===== config.mk =====
export PLATFORM = sky130hd
export DESIGN_NAME = polynomial_multiply_top
export DESIGN_NICKNAME = d
export VERILOG_FILES = /design/src/rtl/pmul_pkg.sv /design/src/rtl/pmul_ram.sv /design/src/rtl/pmul_seq.sv /design/src/rtl/pmul_mac.sv /design/src/rtl/polynomial_multiply_top.sv
export SDC_FILE = /design/constraint.sdc
export NUM_CORES = 2
export LEC_CHECK = 0
export BUFFER_PORTS_ARGS = -buffer_cell sky130_fd_sc_hd__buf_2
export CORE_AREA = 2 2 472 474
export DETAILED_ROUTE_END_ITERATION = 8
export DIE_AREA = 0 0 474 476
export PLACE_DENSITY = 0.9
export SYNTH_ARGS = -nofsm -noshare
export SYNTH_HDL_FRONTEND = slang
export SYNTH_SLANG_ARGS = --single-unit
export TNS_END_PERCENT = 1

===== constraint.sdc =====
create_clock -name clk -period 18.4 [get_ports clk]
set_input_delay 0 -clock clk [delete_from_list [all_inputs] [get_ports clk]]
set_output_delay 0 -clock clk [all_outputs]
set_load 0.05 [all_outputs]

===== src/rtl/pmul_pkg.sv =====
// ----------------------------------------------------------------------------
// pmul_pkg
// Shared constants and types for the schoolbook polynomial multiplier.
// ----------------------------------------------------------------------------
package pmul_pkg;

  // Capacity of each coefficient store
  localparam int MAX_TERMS = 32;
  localparam int TERM_AW   = $clog2(MAX_TERMS);
  localparam int CNT_W     = TERM_AW + 1;

  // Product accumulator store
  localparam int ACC_DEPTH = 2 * MAX_TERMS - 1;
  localparam int DEG_W     = $clog2(ACC_DEPTH);

  // Datapath widths
  localparam int COEFF_W = 16;
  localparam int PROD_W  = 2 * COEFF_W;
  localparam int ACC_W   = PROD_W + TERM_AW;

  // Input item modes
  localparam logic [1:0] MODE_LOAD_A = 2'd0;
  localparam logic [1:0] MODE_LOAD_B = 2'd1;
  localparam logic [1:0] MODE_START  = 2'd2;

  // Tag that travels with one coefficient pair through the MAC pipeline
  typedef struct packed {
    logic             vld;
    logic             first;  // first pair of this degree
    logic             last;   // last pair of this degree
    logic             fin;    // last pair of the whole product
    logic [DEG_W-1:0] deg;
  } pmul_tag_t;

  // Write port into the accumulator store
  typedef struct packed {
    logic             en;
    logic [DEG_W-1:0] addr;
    logic [ACC_W-1:0] data;
  } pmul_acc_wr_t;

endpackage


===== src/rtl/pmul_ram.sv =====
// ----------------------------------------------------------------------------
// pmul_ram
// Generic single-write, single-read RAM with a registered read port.
// ----------------------------------------------------------------------------
module pmul_ram #(
  parameter int WIDTH = 16,
  parameter int DEPTH = 32
) (
  input  logic                     clk,
  input  logic                     we,
  input  logic [$clog2(DEPTH)-1:0] waddr,
  input  logic [WIDTH-1:0]         wdata,
  input  logic [$clog2(DEPTH)-1:0] raddr,
  output logic [WIDTH-1:0]         rdata
);

  logic [WIDTH-1:0] mem [DEPTH];
  logic [WIDTH-1:0] rdata_r;

  // Write and registered read
  always_ff @(posedge clk) begin
    if (we) begin
      mem[waddr] <= wdata;
    end
    rdata_r <= mem[raddr];
  end

  assign rdata = rdata_r;

endmodule


===== src/rtl/pmul_seq.sv =====
// ----------------------------------------------------------------------------
// pmul_seq
// Pair sequencer: walks output degrees in order and, for each, the valid
// coefficient pairs, issuing one pair of store reads per cycle.
// ----------------------------------------------------------------------------
module pmul_seq (
  input  logic                          clk,
  input  logic                          rst_n,
  input  logic                          start,
  input  logic [pmul_pkg::CNT_W-1:0]    na,
  input  logic [pmul_pkg::CNT_W-1:0]    nb,
  output logic [pmul_pkg::TERM_AW-1:0]  a_addr,
  output logic [pmul_pkg::TERM_AW-1:0]  b_addr,
  output pmul_pkg::pmul_tag_t           tag
);

  logic                         active_r, active_nxt;
  logic                         first_r, first_nxt;
  logic [pmul_pkg::DEG_W-1:0]   k_r, k_nxt;
  logic [pmul_pkg::TERM_AW-1:0] i_r, i_nxt;

  logic [pmul_pkg::CNT_W-1:0]   i_hi;
  logic [pmul_pkg::DEG_W:0]     last_k;
  logic [pmul_pkg::DEG_W:0]     k_plus2;
  logic [pmul_pkg::DEG_W:0]     lo_next;
  logic [pmul_pkg::DEG_W-1:0]   j_full;
  logic                         at_hi;
  logic                         fin;

  // Bounds of the pair walk for the current degree
  always_comb begin
    i_hi    = (k_r < na) ? k_r : (na - pmul_pkg::CNT_W'(1));
    last_k  = {1'b0, na} + {1'b0, nb} - (pmul_pkg::DEG_W+1)'(2);
    k_plus2 = {1'b0, k_r} + (pmul_pkg::DEG_W+1)'(2);
    lo_next = (k_plus2 > {1'b0, nb}) ? (k_plus2 - {1'b0, nb}) : '0;
    at_hi   = ({1'b0, i_r} == i_hi);
    fin     = at_hi && ({1'b0, k_r} == last_k);
    j_full  = k_r - {1'b0, i_r};
  end

  // Advance through pairs
  always_comb begin
    active_nxt = active_r;
    first_nxt  = first_r;
    k_nxt      = k_r;
    i_nxt      = i_r;
    if (start) begin
      active_nxt = 1'b1;
      first_nxt  = 1'b1;
      k_nxt      = '0;
      i_nxt      = '0;
    end else if (active_r) begin
      if (at_hi) begin
        first_nxt = 1'b1;
        if (fin) begin
          active_nxt = 1'b0;
        end else begin
          k_nxt = k_r + pmul_pkg::DEG_W'(1);
          i_nxt = lo_next[pmul_pkg::TERM_AW-1:0];
        end
      end else begin
        first_nxt = 1'b0;
        i_nxt     = i_r + pmul_pkg::TERM_AW'(1);
      end
    end
  end

  always_ff @(posedge clk) begin
    if (!rst_n) begin
      active_r <= 1'b0;
      first_r  <= 1'b0;
      k_r      <= '0;
      i_r      <= '0;
    end else begin
      active_r <= active_nxt;
      first_r  <= first_nxt;
      k_r      <= k_nxt;
      i_r      <= i_nxt;
    end
  end

  assign a_addr    = i_r;
  assign b_addr    = j_full[pmul_pkg::TERM_AW-1:0];
  assign tag.vld   = active_r;
  assign tag.first = first_r;
  assign tag.last  = at_hi;
  assign tag.fin   = fin;
  assign tag.deg   = k_r;

endmodule


===== src/rtl/pmul_mac.sv =====
// ----------------------------------------------------------------------------
// pmul_mac
// Multiply-accumulate pipeline: multiplies the pair read from the stores,
// sums one degree in a register and writes the total to the accumulator
// store. Tracks the highest nonzero degree.
// ----------------------------------------------------------------------------
module pmul_mac (
  input  logic                              clk,
  input  logic                              rst_n,
  input  logic                              clear,
  input  pmul_pkg::pmul_tag_t               tag,
  input  logic [pmul_pkg::COEFF_W-1:0]      a_data,
  input  logic [pmul_pkg::COEFF_W-1:0]      b_data,
  output pmul_pkg::pmul_acc_wr_t            acc_wr,
  output logic [pmul_pkg::DEG_W-1:0]        used,
  output logic                              done
);

  pmul_pkg::pmul_tag_t                 s1_r, s2_r;
  logic signed [pmul_pkg::PROD_W-1:0]  prod_r;
  logic signed [pmul_pkg::ACC_W-1:0]   acc_r;
  logic signed [pmul_pkg::ACC_W-1:0]   acc_sum;
  logic signed [pmul_pkg::ACC_W-1:0]   prod_ext;
  logic [pmul_pkg::DEG_W-1:0]          used_r;
  logic                                done_r;

  // Align tag with store read data, then with the product
  always_ff @(posedge clk) begin
    if (!rst_n) begin
      s1_r <= '0;
      s2_r <= '0;
    end else begin
      s1_r <= tag;
      s2_r <= s1_r;
    end
  end

  // Multiply
  always_ff @(posedge clk) begin
    prod_r <= $signed(a_data) * $signed(b_data);
  end

  // Accumulate; restart the sum on the first pair of each degree
  always_comb begin
    prod_ext = pmul_pkg::ACC_W'(prod_r);
    acc_sum  = s2_r.first ? prod_ext : (acc_r + prod_ext);
  end

  always_ff @(posedge clk) begin
    if (s2_r.vld) begin
      acc_r <= acc_sum;
    end
  end

  assign acc_wr.en   = s2_r.vld && s2_r.last;
  assign acc_wr.addr = s2_r.deg;
  assign acc_wr.data = acc_sum;

  // Track trimmed length and end of product
  always_ff @(posedge clk) begin
    if (!rst_n) begin
      used_r <= '0;
      done_r <= 1'b0;
    end else begin
      done_r <= s2_r.vld && s2_r.fin;
      if (clear) begin
        used_r <= '0;
      end else if (acc_wr.en && (acc_sum != '0)) begin
        used_r <= s2_r.deg + pmul_pkg::DEG_W'(1);
      end
    end
  end

  assign used = used_r;
  assign done = done_r;

endmodule


===== src/rtl/polynomial_multiply_top.sv =====
// ----------------------------------------------------------------------------
// polynomial_multiply_top
// Schoolbook product of two signed polynomials held in coefficient stores.
//
//   Channel  Dir  Payload                                                     Handshake
//   in_      in   mode, coeff_in                                              valid/ready
//   out_     out  coeff_out, degree, last_coeff, empty_product, overflow_seen valid/ready
//
// A start item runs the MAC walk (one coefficient pair per cycle, set by the
// single read port of each store), drains the pipeline, then emits the results
// in degree order; each is read from the accumulator store through its
// registered read port (ST_ERD) before it is loaded into the output (ST_ELD).
// Reset clears counts, flags and the control state; stores need no clearing.
// A stalled result holds the emit walk; loads are taken while the final result waits.
// ----------------------------------------------------------------------------
module polynomial_multiply_top (
  input  logic                                clk,
  input  logic                                rst_n,
  input  logic                                in_valid,
  output logic                                in_ready,
  input  logic [1:0]                          in_mode,
  input  logic signed [pmul_pkg::COEFF_W-1:0] in_coeff_in,
  output logic                                out_valid,
  input  logic                                out_ready,
  output logic signed [pmul_pkg::ACC_W-1:0]   out_coeff_out,
  output logic [pmul_pkg::DEG_W-1:0]          out_degree,
  output logic                                out_last_coeff,
  output logic                                out_empty_product,
  output logic                                out_overflow_seen
);

  localparam logic [2:0] ST_IDLE = 3'd0;
  localparam logic [2:0] ST_MAC  = 3'd1;
  localparam logic [2:0] ST_ERD  = 3'd2;
  localparam logic [2:0] ST_ELD  = 3'd3;
  localparam logic [2:0] ST_EMP  = 3'd4;

  logic [2:0]                      state_r, state_nxt;
  logic [pmul_pkg::CNT_W-1:0]      na_r, na_nxt;
  logic [pmul_pkg::CNT_W-1:0]      nb_r, nb_nxt;
  logic                            drop_r, drop_nxt;
  logic                            ovf_r, ovf_nxt;
  logic [pmul_pkg::DEG_W-1:0]      e_r, e_nxt;

  logic                            out_valid_r, out_valid_nxt;
  logic [pmul_pkg::ACC_W-1:0]      out_coeff_r, out_coeff_nxt;
  logic [pmul_pkg::DEG_W-1:0]      out_deg_r, out_deg_nxt;
  logic                            out_last_r, out_last_nxt;
  logic                            out_empty_r, out_empty_nxt;
  logic                            out_ovf_r, out_ovf_nxt;

  logic                            in_acc;
  logic                            out_free;
  logic                            is_last;
  logic                            start_mac;
  logic                            a_we, b_we;
  logic [pmul_pkg::TERM_AW-1:0]    a_raddr, b_raddr;
  logic [pmul_pkg::COEFF_W-1:0]    a_rdata, b_rdata;
  logic [pmul_pkg::ACC_W-1:0]      acc_rdata;
  logic [pmul_pkg::DEG_W-1:0]      used;
  logic                            mac_done;
  pmul_pkg::pmul_tag_t             tag;
  pmul_pkg::pmul_acc_wr_t          acc_wr;

  assign in_acc   = in_valid && in_ready;
  assign out_free = !out_valid_r || out_ready;
  assign is_last  = (e_r == (used - pmul_pkg::DEG_W'(1)));
  assign a_we     = in_acc && (in_mode == pmul_pkg::MODE_LOAD_A) &&
                    (na_r < pmul_pkg::CNT_W'(pmul_pkg::MAX_TERMS));
  assign b_we     = in_acc && (in_mode == pmul_pkg::MODE_LOAD_B) &&
                    (nb_r < pmul_pkg::CNT_W'(pmul_pkg::MAX_TERMS));

  // Coefficient stores
  pmul_ram #(
    .WIDTH(pmul_pkg::COEFF_W),
    .DEPTH(pmul_pkg::MAX_TERMS)
  ) u_a_ram (
    .clk  (clk),
    .we   (a_we),
    .waddr(na_r[pmul_pkg::TERM_AW-1:0]),
    .wdata(in_coeff_in),
    .raddr(a_raddr),
    .rdata(a_rdata)
  );

  pmul_ram #(
    .WIDTH(pmul_pkg::COEFF_W),
    .DEPTH(pmul_pkg::MAX_TERMS)
  ) u_b_ram (
    .clk  (clk),
    .we   (b_we),
    .waddr(nb_r[pmul_pkg::TERM_AW-1:0]),
    .wdata(in_coeff_in),
    .raddr(b_raddr),
    .rdata(b_rdata)
  );

  // Pair walk and MAC pipeline
  pmul_seq u_seq (
    .clk   (clk),
    .rst_n (rst_n),
    .start (start_mac),
    .na    (na_r),
    .nb    (nb_r),
    .a_addr(a_raddr),
    .b_addr(b_raddr),
    .tag   (tag)
  );

  pmul_mac u_mac (
    .clk   (clk),
    .rst_n (rst_n),
    .clear (start_mac),
    .tag   (tag),
    .a_data(a_rdata),
    .b_data(b_rdata),
    .acc_wr(acc_wr),
    .used  (used),
    .done  (mac_done)
  );

  // Product accumulator store
  pmul_ram #(
    .WIDTH(pmul_pkg::ACC_W),
    .DEPTH(pmul_pkg::ACC_DEPTH)
  ) u_acc_ram (
    .clk  (clk),
    .we   (acc_wr.en),
    .waddr(acc_wr.addr),
    .wdata(acc_wr.data),
    .raddr(e_r),
    .rdata(acc_rdata)
  );

  // Control: loads, start, emit walk
  always_comb begin
    state_nxt     = state_r;
    na_nxt        = na_r;
    nb_nxt        = nb_r;
    drop_nxt      = drop_r;
    ovf_nxt       = ovf_r;
    e_nxt         = e_r;
    start_mac     = 1'b0;
    in_ready      = (state_r == ST_IDLE);

    out_valid_nxt = out_valid_r && !out_ready;
    out_coeff_nxt = out_coeff_r;
    out_deg_nxt   = out_deg_r;
    out_last_nxt  = out_last_r;
    out_empty_nxt = out_empty_r;
    out_ovf_nxt   = out_ovf_r;

    case (state_r)
      ST_IDLE: begin
        if (in_acc) begin
          case (in_mode)
            pmul_pkg::MODE_LOAD_A: begin
              if (a_we) na_nxt = na_r + pmul_pkg::CNT_W'(1);
              else drop_nxt = 1'b1;
            end
            pmul_pkg::MODE_LOAD_B: begin
              if (b_we) nb_nxt = nb_r + pmul_pkg::CNT_W'(1);
              else drop_nxt = 1'b1;
            end
            pmul_pkg::MODE_START: begin
              ovf_nxt  = drop_r;
              drop_nxt = 1'b0;
              if ((na_r == '0) || (nb_r == '0)) begin
                state_nxt = ST_EMP;
              end else begin
                start_mac = 1'b1;
                state_nxt = ST_MAC;
              end
            end
            default: begin
            end
          endcase
        end
      end
      ST_MAC: begin
        if (mac_done) begin
          e_nxt     = '0;
          state_nxt = (used == '0) ? ST_EMP : ST_ERD;
        end
      end
      ST_ERD: begin
        // Read issues on e_r; wait until the output slot frees
        if (out_free) state_nxt = ST_ELD;
      end
      ST_ELD: begin
        out_valid_nxt = 1'b1;
        out_coeff_nxt = acc_rdata;
        out_deg_nxt   = e_r;
        out_last_nxt  = is_last;
        out_empty_nxt = 1'b0;
        out_ovf_nxt   = ovf_r;
        if (is_last) begin
          na_nxt    = '0;
          nb_nxt    = '0;
          state_nxt = ST_IDLE;
        end else begin
          e_nxt     = e_r + pmul_pkg::DEG_W'(1);
          state_nxt = ST_ERD;
        end
      end
      ST_EMP: begin
        if (out_free) begin
          out_valid_nxt = 1'b1;
          out_coeff_nxt = '0;
          out_deg_nxt   = '0;
          out_last_nxt  = 1'b1;
          out_empty_nxt = 1'b1;
          out_ovf_nxt   = ovf_r;
          na_nxt        = '0;
          nb_nxt        = '0;
          state_nxt     = ST_IDLE;
        end
      end
      default: begin
        state_nxt = ST_IDLE;
      end
    endcase
  end

  // Control registers
  always_ff @(posedge clk) begin
    if (!rst_n) begin
      state_r     <= ST_IDLE;
      na_r        <= '0;
      nb_r        <= '0;
      drop_r      <= 1'b0;
      ovf_r       <= 1'b0;
      e_r         <= '0;
      out_valid_r <= 1'b0;
    end else begin
      state_r     <= state_nxt;
      na_r        <= na_nxt;
      nb_r        <= nb_nxt;
      drop_r      <= drop_nxt;
      ovf_r       <= ovf_nxt;
      e_r         <= e_nxt;
      out_valid_r <= out_valid_nxt;
    end
  end

  // Result payload register
  always_ff @(posedge clk) begin
    out_coeff_r <= out_coeff_nxt;
    out_deg_r   <= out_deg_nxt;
    out_last_r  <= out_last_nxt;
    out_empty_r <= out_empty_nxt;
    out_ovf_r   <= out_ovf_nxt;
  end

  assign out_valid         = out_valid_r;
  assign out_coeff_out     = out_coeff_r;
  assign out_degree        = out_deg_r;
  assign out_last_coeff    = out_last_r;
  assign out_empty_product = out_empty_r;
  assign out_overflow_seen = out_ovf_r;

`ifndef SYNTH
  // Counts never pass the store capacity
  a_cnt_cap: assert property (@(posedge clk) disable iff (!rst_n)
    (na_r <= pmul_pkg::CNT_W'(pmul_pkg::MAX_TERMS)) &&
    (nb_r <= pmul_pkg::CNT_W'(pmul_pkg::MAX_TERMS)))
    else $error("coefficient count above capacity");

  // Accumulator store is written only while a product is being formed
  a_acc_wr_mac: assert property (@(posedge clk) disable iff (!rst_n)
    acc_wr.en |-> (state_r == ST_MAC))
    else $error("accumulator write outside MAC phase");

  // Emit walk stays below the trimmed length
  a_emit_range: assert property (@(posedge clk) disable iff (!rst_n)
    ((state_r == ST_ERD) || (state_r == ST_ELD)) |-> (e_r < used))
    else $error("emit index past trimmed length");

  // Final result of a product clears both counts
  a_end_clear: assert property (@(posedge clk) disable iff (!rst_n)
    ((state_r == ST_ELD) && is_last) |=> ((na_r == '0) && (nb_r == '0)))
    else $error("counts not cleared after product");
`endif

endmodule


==> impl_results.html <==
<table>
<tr><th>Metric</th><th>Value</th></tr>
<tr><th colspan="2">Synth</th></tr>
<tr><td>Mean area per synthesized cell</td><td>20.5 sq um</td></tr>
<tr><td>Number of cells produced by synthesis</td><td>7282</td></tr>
<tr><td>Distinct cell type count after synthesis</td><td>82</td></tr>
<tr><td>Yosys synthesis warning count</td><td>0</td></tr>
<tr><td>Most common flop cell mapped by yosys</td><td>sky130_fd_sc_hd__edfxtp_1</td></tr>
<tr><td>Share of flip-flops with an asynchronous set or reset</td><td>0%</td></tr>
<tr><td>Sequential area share after synthesis</td><td>71.5%</td></tr>
<tr><td>Number of nets produced by synthesis</td><td>7729</td></tr>
<tr><td>Synthesized flop and latch total</td><td>3603</td></tr>
<tr><td>Post-synth design cell area</td><td>0.149 sq mm</td></tr>
<tr><td>Number of flops mapped to enable cells by yosys</td><td>3438</td></tr>
<tr><th colspan="2">Placed design</th></tr>
<tr><td>HPWL after detailed placement</td><td>238000 um</td></tr>
<tr><td>Weighted congestion at the end of routability-driven global placement</td><td>0.897</td></tr>
<tr><td>Number of cells in the design after placement</td><td>10200</td></tr>
<tr><td>Buffers added on ports</td><td>69</td></tr>
<tr><th colspan="2">Finish</th></tr>
<tr><td>Non-filler cells, final</td><td>10800</td></tr>
<tr><td>Fin nets</td><td>8022</td></tr>
<tr><td>Most common library cell in the layout ignoring fill and taps</td><td>sky130_fd_sc_hd__edfxtp_1</td></tr>
<tr><td>Commonest cells after routing, fill and taps aside</td><td>sky130_fd_sc_hd__edfxtp_1, sky130_fd_sc_hd__mux4_2, sky130_fd_sc_hd__clkbuf_16</td></tr>
<tr><td>Area growth syn-to-layout</td><td>11.0%</td></tr>
<tr><td>Layout cell share with drive strength beyond 1</td><td>25.0%</td></tr>
<tr><th colspan="2">Timing</th></tr>
<tr><td>Max Slew Vio Count</td><td>0</td></tr>
<tr><td>Worst max-slew margin expressed relative to the limit</td><td>4.28%</td></tr>
<tr><td>WHS</td><td>0.179 ns</td></tr>
<tr><td>Number of hold violations in the final report</td><td>0</td></tr>
<tr><td>Worst setup skew after layout</td><td>0.107 ns</td></tr>
<tr><td>Count of final setup violators</td><td>0</td></tr>
<tr><td>Fin crit share</td><td>38.4%</td></tr>
<tr><td>Clock period minus final worst setup slack</td><td>7.06 ns</td></tr>
<tr><td>F_max</td><td>0.142 GHz</td></tr>
<tr><td>Unrepaired setup endpoints after global routing</td><td>false</td></tr>
<tr><td>Total negative slack for setup checks</td><td>0 ns</td></tr>
<tr><td>Worst slew pin tran</td><td>1.44 ns</td></tr>
<tr><th colspan="2">GRT</th></tr>
<tr><td>Wire length of the first global-routing pass</td><td>670000 um</td></tr>
<tr><td>Overall global routing resource usage</td><td>43.6%</td></tr>
<tr><td>Largest net degree at the start of global routing</td><td>175</td></tr>
<tr><td>Overflow after GRT</td><td>0</td></tr>
<tr><td>Initial antenna violation count</td><td>76</td></tr>
<tr><td>Via count of the first global-routing pass</td><td>84800</td></tr>
<tr><th colspan="2">Routing</th></tr>
<tr><td>Vias per cell</td><td>7.85</td></tr>
<tr><td>Vias after detailed routing</td><td>85100</td></tr>
<tr><td>Antenna Nets Post-Route</td><td>0</td></tr>
<tr><td>Routed wirelength normalized by instance count</td><td>44.3 um</td></tr>
<tr><td>Number of violations reported at the end of detailed-routing iteration 0</td><td>15600</td></tr>
<tr><td>Post-detailed-routing wire length</td><td>481000 um</td></tr>
<tr><td>Residual DRC</td><td>127</td></tr>
<tr><td>Initial DRT Pass Iterations</td><td>9</td></tr>
<tr><th colspan="2">CTS</th></tr>
<tr><td>H-tree lvl count</td><td>5</td></tr>
<tr><td>Clock slew at the register clock pins of the worst setup and hold paths</td><td>0.07 ns</td></tr>
<tr><td>Root buffer cell</td><td>sky130_fd_sc_hd__clkbuf_16</td></tr>
<tr><td>Quantity of gates resized following cts</td><td>0</td></tr>
<tr><td>Clock tree from TritonCTS</td><td>done</td></tr>
<tr><td>Latest clock arrival within the worst-skew pair</td><td>1.03 ns</td></tr>
<tr><td>Inserted Clock Buffers</td><td>352</td></tr>
<tr><td># clock sinks</td><td>3603</td></tr>
<tr><td>Post-CTS setup-driven buffer insertion count</td><td>0</td></tr>
<tr><td>Number of buffers between clock root and the deepest sink</td><td>4</td></tr>
<tr><th colspan="2">Critical path</th></tr>
<tr><td>Crit path buffers/inverters</td><td>4</td></tr>
<tr><td>CP Max Fanout</td><td>16</td></tr>
<tr><td>CP cell instances</td><td>and2_1 -&gt; fa_1 -&gt; inv_1 -&gt; fa_1 -&gt; fa_1 -&gt; inv_1 -&gt; fa_1 -&gt; fa_1 -&gt; inv_1 -&gt; fa_1 -&gt; inv_1 -&gt; ha_1 -&gt; and4_1 -&gt; and3_1 -&gt; a32oi_1 -&gt; a21oi_1 -&gt; a21oi_1 -&gt; a21o_1 -&gt; o21ai_1 -&gt; or4_1 -&gt; a31oi_1 -&gt; o21ai_1 -&gt; xnor2_1</td></tr>
<tr><td>Critical R2R Launch</td><td>u_a_ram.rdata[7]</td></tr>
<tr><td>Cell family with most CP delay</td><td>adder cells</td></tr>
<tr><td>Arrival time of data at the critical path endpoint</td><td>7.88 ns</td></tr>
<tr><td>CP dominant cell by count</td><td>sky130_fd_sc_hd__fa_1</td></tr>
<tr><td>Cell depth of the worst flop-to-flop path</td><td>23</td></tr>
<tr><td>Instance count on the critical path</td><td>23</td></tr>
<tr><td>Type of origin of the critical path</td><td>register</td></tr>
<tr><td>Crit path max-delay cell type</td><td>sky130_fd_sc_hd__dfxtp_1</td></tr>
<tr><td>Critical Setup Path Class</td><td>register to register</td></tr>
<tr><td>Critical Path Start</td><td>u_a_ram.rdata[7]</td></tr>
<tr><td>CP Capture Type</td><td>register</td></tr>
<tr><td>Required time reported for the critical path endpoint</td><td>19.22 ns</td></tr>
<tr><td>Stage delay of the slowest cell on the critical path</td><td>0.81 ns</td></tr>
<tr><th colspan="2">Floorplanning</th></tr>
<tr><td>Die extent in x</td><td>474 um</td></tr>
<tr><td>Core outline area</td><td>0.221 sq mm</td></tr>
<tr><td>Die outline height</td><td>476 um</td></tr>
<tr><td>Effective utilization at floorplan</td><td>67.4%</td></tr>
<tr><td>Area enclosed by the die boundary</td><td>0.226 sq mm</td></tr>
<tr><td>Std-Cell Rows</td><td>173</td></tr>
<tr><td>I/O pin cnt</td><td>70</td></tr>
<tr><th colspan="2">Pwr</th></tr>
<tr><td>Peak supply drop</td><td>0.000219 V</td></tr>
<tr><td>Cell area power density</td><td>137 mW/mm^2</td></tr>
<tr><td>Total leakage power</td><td>52.7 nW</td></tr>
<tr><td>Tot Pwr</td><td>22.7 mW</td></tr>
<tr><th colspan="2">Status</th></tr>
<tr><td>Status</td><td>finished with violations</td></tr>
<tr><td>Violations in the final reports</td><td>DRC</td></tr>
<tr><th colspan="2">Min path</th></tr>
<tr><td>Worst Hold Class</td><td>input pin to register</td></tr>
<tr><td>Min-Delay Path Depth</td><td>2</td></tr>
<tr><td>Hold Crit Start</td><td>in_coeff_in[0]</td></tr>
<tr><th colspan="2">Run</th></tr>
<tr><td>MaxCap Viol Count</td><td>0</td></tr>
</table>
worst register-to-register path: cells and delay by family, from the launching register on:
kind	cells	cell delay [ns]
DFF	1	0.81
and+or+nand+nor	4	1.16
xor gates and xnor gates	1	0.14
buffers and inverters	4	0.22
AOI/OAI and AO/OA	7	1.39
adders and majority gates	7	3.21
cell families after synthesis:
family | synth area share, %
fa+ha+maj | 4.91
mux | 16.4
flops | 71.5
compound gates | 1.75
xor+xnor | 0.648
simple gates | 3.00
buf+inv | 1.77
cell type report:
class	instances	area, sq um
tap	2975	3720
multi-input combinational	2982	40700
clock buffer	456	9530
fill	10600	55600
inverter	346	1300
clock inverter	163	1350
timing repair buffer	290	2150
antenna	32	80.1
sequential	3603	107000
registers in the layout, summed over array words and instances, names as in the netlist, 10 cells and up:
name / count
u_acc_ram.mem: 2331
u_a_ram.mem: 512
u_b_ram.mem: 512
out_coeff_out: 37
u_acc_ram.rdata: 37
u_mac.acc_r: 37
u_mac.prod_r: 32
u_a_ram.rdata: 16
u_b_ram.rdata: 16
u_mac.s1_r: 10
through the flow:
stage | instance area (sq um) | setup WS [ns] | util [%]
after floorplan | 149000 | 12.04 | -
after global placement | 154000 | 11.47 | 69.7
after detailed placement | 154000 | 11.37 | 69.7
after CTS | 165000 | 11.36 | 74.8
after global routing | 165000 | 10.94 | 74.8
final | 165000 | 11.34 | 74.8
worst paths after layout:
check             slack (ns)                 to
setup / recovery       11.34   u_mac.prod_r[31]
hold / removal          0.18  u_b_ram.mem[8][0]
setup reg to reg       11.34   u_mac.prod_r[31]
hold reg to reg         0.43   u_mac.acc_wr[39]
timing repair:
action	in CTS	in global routing
hold buffers	27	0
setup endpoints to repair	0	0
endpoints found under the hold margin	890	0
metal layers:
layer	GRT usage (%)	up-vias	routed length (um)
li1	-	29800	-
met1	50.3	42600	136000
met2	68.8	9735	229000
met3	13.0	2953	64100
met4	34.2	74	51700
met5	0.490	-	655
cells in the mapped netlist, types with 5 or more instances:
| cell type | count | area share, % |
|---|---|---|
| sky130_fd_sc_hd__edfxtp_1 | 3438 | 69 |
| sky130_fd_sc_hd__mux4_2 | 1049 | 16 |
| sky130_fd_sc_hd__inv_1 | 340 | 0.86 |
| sky130_fd_sc_hd__nand2_1 | 294 | 0.74 |
| sky130_fd_sc_hd__clkbuf_1 | 268 | 0.68 |
| sky130_fd_sc_hd__fa_1 | 266 | 3.6 |
| sky130_fd_sc_hd__nor2_1 | 230 | 0.58 |
| sky130_fd_sc_hd__and2_1 | 195 | 0.82 |
| sky130_fd_sc_hd__dfxtp_1 | 165 | 2.2 |
| sky130_fd_sc_hd__ha_1 | 159 | 1.3 |
| sky130_fd_sc_hd__a21oi_1 | 91 | 0.31 |
| sky130_fd_sc_hd__o21ai_0 | 90 | 0.30 |
| sky130_fd_sc_hd__xnor2_1 | 75 | 0.44 |
| sky130_fd_sc_hd__buf_1 | 67 | 0.17 |
| sky130_fd_sc_hd__mux2i_1 | 60 | 0.40 |
| sky130_fd_sc_hd__nand3_1 | 44 | 0.15 |
| sky130_fd_sc_hd__a21o_1 | 35 | 0.18 |
| sky130_fd_sc_hd__xor2_1 | 32 | 0.19 |
| sky130_fd_sc_hd__nor2b_1 | 30 | 0.13 |
| sky130_fd_sc_hd__a211oi_1 | 28 | 0.14 |
| sky130_fd_sc_hd__nor3_1 | 21 | 0.071 |
| sky130_fd_sc_hd__nand4_1 | 20 | 0.084 |
| sky130_fd_sc_hd__mux2_2 | 19 | 0.14 |
| sky130_fd_sc_hd__buf_2 | 16 | 0.054 |
| sky130_fd_sc_hd__and3_1 | 15 | 0.063 |
| sky130_fd_sc_hd__nand2b_1 | 15 | 0.063 |
| sky130_fd_sc_hd__o21a_1 | 15 | 0.076 |
| sky130_fd_sc_hd__o21ai_1 | 15 | 0.050 |
| sky130_fd_sc_hd__a31oi_1 | 12 | 0.050 |
| sky130_fd_sc_hd__o211ai_1 | 12 | 0.060 |
| sky130_fd_sc_hd__o21bai_1 | 12 | 0.060 |
| sky130_fd_sc_hd__nor4_1 | 10 | 0.042 |
| sky130_fd_sc_hd__a311oi_1 | 9 | 0.053 |
| sky130_fd_sc_hd__or2_2 | 9 | 0.038 |
| sky130_fd_sc_hd__or3_1 | 8 | 0.034 |
| sky130_fd_sc_hd__nand3b_1 | 7 | 0.035 |
| sky130_fd_sc_hd__o31a_1 | 7 | 0.041 |
| sky130_fd_sc_hd__a21boi_0 | 6 | 0.030 |
| sky130_fd_sc_hd__a211o_1 | 5 | 0.029 |
| sky130_fd_sc_hd__and4_1 | 5 | 0.029 |
| sky130_fd_sc_hd__nor3b_1 | 5 | 0.025 |
| sky130_fd_sc_hd__o31ai_1 | 5 | 0.025 |
| sky130_fd_sc_hd__or4_1 | 5 | 0.025 |
power by group:
| part | switching, mW | internal [mW] | total, mW |
|---|---|---|---|
| clock network | 3.33 | 3.94 | 7.27 |
| registers | 0.0653 | 10.6 | 10.7 |
| logic | 3.43 | 1.29 | 4.72 |
No activity file was read; power rests on OpenSTA's default activity.
